### src/estm_pkg.sv
`default_nettype none

package estm_pkg;

   // CORDIC chain depth and stage index width
   localparam int CORDIC_STAGES = 16;
   localparam int STAGE_W       = $clog2(CORDIC_STAGES);

   // pipeline depth from word accept to result: cell chain plus six matrix stages
   localparam int LATENCY = CORDIC_STAGES + 6;

   // CORDIC gain 0.60725... in Q2.30
   localparam logic signed [31:0] CORDIC_GAIN_Q30 = 32'sd652032874;

   // arctangent of 2^-i, 2^32 units per turn
   localparam logic signed [31:0] ATAN_TBL [CORDIC_STAGES] = '{
      32'sd536870912, 32'sd316933406, 32'sd167458907, 32'sd85004756,
      32'sd42667331,  32'sd21354465,  32'sd10679838,  32'sd5340245,
      32'sd2670163,   32'sd1335087,   32'sd667544,    32'sd333772,
      32'sd166886,    32'sd83443,     32'sd41722,     32'sd20861
   };

   typedef logic [STAGE_W-1:0] stage_type;

   // input word
   typedef struct packed {
      logic signed [15:0] angle_x;
      logic signed [15:0] angle_y;
      logic signed [15:0] angle_z;
      logic signed [15:0] scale_x;
      logic signed [15:0] scale_y;
      logic signed [15:0] scale_z;
      logic signed [31:0] pos_x;
      logic signed [31:0] pos_y;
      logic signed [31:0] pos_z;
   } req_type;

   // result word, Q16.16 entries
   typedef struct packed {
      logic signed [31:0] col0_row0;
      logic signed [31:0] col0_row1;
      logic signed [31:0] col0_row2;
      logic signed [31:0] col1_row0;
      logic signed [31:0] col1_row1;
      logic signed [31:0] col1_row2;
      logic signed [31:0] col2_row0;
      logic signed [31:0] col2_row1;
      logic signed [31:0] col2_row2;
      logic signed [31:0] col3_row0;
      logic signed [31:0] col3_row1;
      logic signed [31:0] col3_row2;
   } rsp_type;

   // fields that ride along with the rotators
   typedef struct packed {
      logic signed [15:0] scale_x;
      logic signed [15:0] scale_y;
      logic signed [15:0] scale_z;
      logic signed [31:0] pos_x;
      logic signed [31:0] pos_y;
      logic signed [31:0] pos_z;
   } pass_type;

   // one rotator: Q2.30 vector, residual angle, half-turn fold flag
   typedef struct packed {
      logic signed [31:0] x;
      logic signed [31:0] y;
      logic signed [31:0] z;
      logic               flip;
   } rot_type;

   // what one cell hands to the next: rotators for X, Y, Z plus the pass fields
   typedef struct packed {
      rot_type [2:0] rot;
      pass_type      pass;
   } cord_type;

endpackage

`default_nettype wire

### src/estm_cordic_cell.sv
`default_nettype none

module estm_cordic_cell (
   input  wire logic                 clock,
   input  wire logic                 reset,
   input  wire estm_pkg::stage_type  stage,
   input  wire logic                 src_valid,
   input  wire estm_pkg::cord_type   src_data,
   output logic                      dst_valid,
   output estm_pkg::cord_type        dst_data
);

   logic               valid_ff, valid_in;
   estm_pkg::cord_type data_ff, data_in;

   // one micro-rotation for each of the three angles
   always_comb begin
      logic signed [31:0] xs, ys, zs, dx, dy, atan;
      data_in  = src_data;
      valid_in = src_valid;
      atan     = estm_pkg::ATAN_TBL[stage];
      for (int k = 0; k < 3; k++) begin
         xs = src_data.rot[k].x;
         ys = src_data.rot[k].y;
         zs = src_data.rot[k].z;
         dx = ys >>> stage;
         dy = xs >>> stage;
         if (!zs[31]) begin
            data_in.rot[k].x = xs - dx;
            data_in.rot[k].y = ys + dy;
            data_in.rot[k].z = zs - atan;
         end else begin
            data_in.rot[k].x = xs + dx;
            data_in.rot[k].y = ys - dy;
            data_in.rot[k].z = zs + atan;
         end
      end
   end

   always_ff @(posedge clock) begin
      if (reset) begin
         valid_ff <= 1'b0;
      end else begin
         valid_ff <= valid_in;
      end
      data_ff <= data_in;
   end

   assign dst_valid = valid_ff;
   assign dst_data  = data_ff;

endmodule

`default_nettype wire

### config.mk
export PLATFORM = sky130hd
export DESIGN_NAME = estm_cordic_cell
export DESIGN_NICKNAME = d
export VERILOG_FILES = /design/src/estm_pkg.sv /design/src/estm_cordic_cell.sv
export SDC_FILE = /design/constraint.sdc
export NUM_CORES = 2
export LEC_CHECK = 0
export BUFFER_PORTS_ARGS = -buffer_cell sky130_fd_sc_hd__buf_2
export CORE_AREA = 2 2 347 349
export DETAILED_ROUTE_END_ITERATION = 6
export DIE_AREA = 0 0 349 351
export GPL_ROUTABILITY_DRIVEN = 0
export PLACE_DENSITY = 0.58
export SLEW_MARGIN = 20
export SYNTH_ARGS = -nofsm -noshare
export SYNTH_HDL_FRONTEND = slang
export SYNTH_SLANG_ARGS = --single-unit
### constraint.sdc
create_clock -name clock -period 6.7 [get_ports clock]
set_clock_uncertainty 0.1 [all_clocks]
set_input_delay 0.335 -clock clock [delete_from_list [all_inputs] [get_ports clock]]
set_output_delay 0.335 -clock clock [all_outputs]
set_load 0.03 [all_outputs]
==> results.sh <==
export IMPL_die_w_um=349
export IMPL_critPathLaunchType="input pin"
export IMPL_p_per_area_nw_per_um2=281.7
export IMPL_ys_warn_count=0
export IMPL_status="finished, final reports clean"
export IMPL_yosysTopAreaCell="dfxtp_1"
export IMPL_core_um2=119000
export IMPL_htree_levels=2
export IMPL_fill_cells=11930
export IMPL_grt_util_all_layers_pct=25.29
export IMPL_die_area_um2=122500
export IMPL_hp_class="in -> reg"
export IMPL_p_leak_nw=22.29
export IMPL_cts_tree="built"
export IMPL_area_growth_pct=24.38
export IMPL_maxSlewHeadroom_pct=27.56
export IMPL_totalWireLength_mm=164.5
export IMPL_synth_edf_count=0
export IMPL_fp_dieH_um=351
export IMPL_ys_seq_area_share_pct=21.97
export IMPL_min_period_over_period_pct=84.91
export IMPL_yosysUniqueCellTypes=113
export IMPL_max_freq_mhz=175.8
export IMPL_layout_common_cells="buf_2 (871), nand2_1 (454), dfxtp_1 (436), a21oi_1 (422), nor2_1 (341)"
export IMPL_min_period_ps=5689
export IMPL_finalSetupViolCount=0
export IMPL_final_common_cell="buf_2"
export IMPL_slew_violations=0
export IMPL_clock_path_buffers=3
export IMPL_holdWs_ps=14.10
export IMPL_num_rows=127
export IMPL_vias_per_cell=5.564
export IMPL_antenna_found_initial=66
export IMPL_p_sw_share_pct=44.61
export IMPL_synth_area_leaders="dfxtp_1 (22%), ha_1 (10%), mux4_2 (9.0%)"
export IMPL_finalNetCount=6358
export IMPL_rsz0062_at_grt="no"
export IMPL_grt_max_degree=172
export IMPL_power_share_clock_pct=20.7
export IMPL_sequentialPowerShare_pct=26.1
export IMPL_cp_arrival_ps=6110
export IMPL_synth_area_um2=39720
export IMPL_tightestPinTransition_ps=1087
export IMPL_post_cts_resized=0
export IMPL_final_util_pct=41.51
export IMPL_tns_ps=0
export IMPL_ys_ff_latch=436
export IMPL_grt_pass1_wl_mm=236.7
export IMPL_drc=0
export IMPL_hold_viol_final=0
export IMPL_numCtsBuffers=51
export IMPL_synthCells=4580
export IMPL_ant_nets=0
export IMPL_num_vias=40080
export IMPL_ys_async_sr_fraction_pct=0
export IMPL_cts_setup_buffers=0
export IMPL_p_sw_mw=6.208
export IMPL_syn_area_per_cell_um2=8.673
export IMPL_endpoint_kind="flop"
export IMPL_drive_gt1_share_pct=24.92
export IMPL_ios=878
export IMPL_yosysTopAreaCellShare_pct=21.97
export IMPL_wl_per_cell_um=22.84
export IMPL_cp_max_fo=62
export IMPL_ir_drop_uv=214.1
export IMPL_holdCritStartpoint="src_data[340]"
export IMPL_dp_hpwl_mm=132.4
export IMPL_critPathKind="in -> reg"
export IMPL_holdPathStages=2
export IMPL_maxCapViolCount=0
export IMPL_firstDrtPassIters=6
export IMPL_cts_root_buf="clkbuf_16"
export IMPL_io_buffer_count=877
export IMPL_clock_sinks=436
export IMPL_overflow=0
export IMPL_syn_nets=5364
export IMPL_synth_main_ff_cell="dfxtp_1"
export IMPL_clk_pin_slew_worst_paths_ps=60
export IMPL_holdPathEnd="dst_data[340]$_DFF_P_"
export IMPL_drt_initial_drc_count=3619
export IMPL_grt_pass1_vias=37747
export IMPL_pwr_share_comb_pct=53.2
export IMPL_internal_power_mw=7.710
export IMPL_cp_required_ps=7120
export IMPL_start_util_pct=33.37
final cells by class:
type	count	area (um^2)	share of cell area [%]
multi-input combinational	3823	29330	59.36
sequential	436	8728	17.67
timing repair buffer	1158	7168	14.51
tap	1548	1937	3.920
clock buffer	67	1426	2.887
inverter	104	395.4	0.8003
clock inverter	22	309.0	0.6255
antenna	46	115.1	0.2330
worst max-delay path, cell delays in order:
cell,delay (ps)
buf_8,370
buf_12,330
buf_4,240
mux2_2,390
mux2i_1,140
nor3b_1,440
o21ai_0,220
a21oi_1,350
and3_1,260
a31oi_1,110
xnor2_1,300
ha_1,350
and3_1,230
a211oi_1,380
o22a_1,230
o211ai_1,160
o311a_1,350
o22ai_1,230
o21ai_0,150
o41a_1,340
xnor2_1,130
Yosys cell counts, types with 9 or more instances:
cell      number
inv_1        101
mux2_2       115
nor2b_1       45
o211ai_1      30
a31oi_1       84
clkbuf_1      65
and4_1        11
dfxtp_1      436
mux4_2       159
fa_1           9
xnor2_1      281
buf_1         32
nor3_1        84
a311oi_1       9
a21boi_0      12
and3_1        53
and2_1        36
o21bai_1      36
nand2b_1      61
a21oi_1      422
o22ai_1       29
nand2_1      454
nand4_1       18
buf_4         27
or2_2         22
o311ai_0      11
o31ai_1       14
a211oi_1      38
buf_2         55
nor2_1       345
nand3_1       74
o21ai_0      235
ha_1         333
a22oi_1       10
or3_1         17
buf_6         30
a21o_1       151
mux2i_1      195
a31o_2        13
xor2_1       161
a41oi_1       12
nor3b_1        9
a221oi_1       9
o21a_1        57
what timing repair did:
item / 4_1_cts / 5_1_grt
endpoints found under the setup margin: 0 / 0
endpoints found under the hold margin: 195 / 0
hold buffers: 195 / 0
flip-flops by register name (all words and copies together) (netlist names):
| signal | cells |
|---|---|
| dst_data | 435 |
| dst_valid | 1 |
routing by layer:
metal	share of wire, %	global-route usage, %	wire (um)
met1	38	29.65	63310
met3	8.0	5.378	13190
met5	0.10	0	166
met4	4.4	11.48	7179
met2	49	44.12	80660
how the worst max path moves through the flow:
stage               slack [ps]  cells after the start                    end      from
floorplan                   70                     30  dst_data[175]$_DFF_P_  stage[1]
global placement           520                     24  dst_data[175]$_DFF_P_  stage[0]
detailed placement         490                     24  dst_data[175]$_DFF_P_  stage[0]
CTS                       1140                     24  dst_data[175]$_DFF_P_  stage[0]
global route               630                     22  dst_data[208]$_DFF_P_  stage[2]
finish                    1010                     21  dst_data[208]$_DFF_P_  stage[2]
power by group through the flow:
stage | Sequential (mW) | Combinational, mW | Clock [mW]
3_3_place_gp | 3.68 | 7.23 | 0
4_1_cts | 3.65 | 7.38 | 2.96
2_1_floorplan | 5.30 | 3.41 | 0
6_report | 3.64 | 7.41 | 2.88
5_1_grt | 3.70 | 7.95 | 3.05
3_5_place_dp | 3.69 | 7.24 | 0
logic make-up (layout without fill, tap and decap cells):
kind of cell | count (synthesis) | in the layout | synth area share (%)
flip-flops | 436 | 436 | 21.97
AND/OR/NAND/NOR | 1287 | 1287 | 15.30
buffers and inverters | 321 | 1351 | 4.243
adder cells (fa/ha/maj) | 342 | 342 | 10.94
multiplexers | 474 | 474 | 17.45
other | 0 | 46 | 0
XOR/XNOR | 443 | 443 | 9.787
AO/OA/AOI/OAI | 1277 | 1277 | 20.30
per-stage QoR:
| step | power, mW | area [um^2] | std cells | worst slack, ps |
|---|---|---|---|---|
| floorplan | 8.715 | 39730 | 4580 | 66.99 |
| global placement | 10.91 | 45600 | 6874 | 520.5 |
| detailed placement | 10.94 | 45600 | 6874 | 487.1 |
| CTS | 13.99 | 49290 | 7158 | 1145 |
| global route | 14.71 | 49390 | 7198 | 626.7 |
| finish | 13.92 | 49400 | 7204 | 1011 |
No activity file was read; power rests on OpenSTA's default activity.
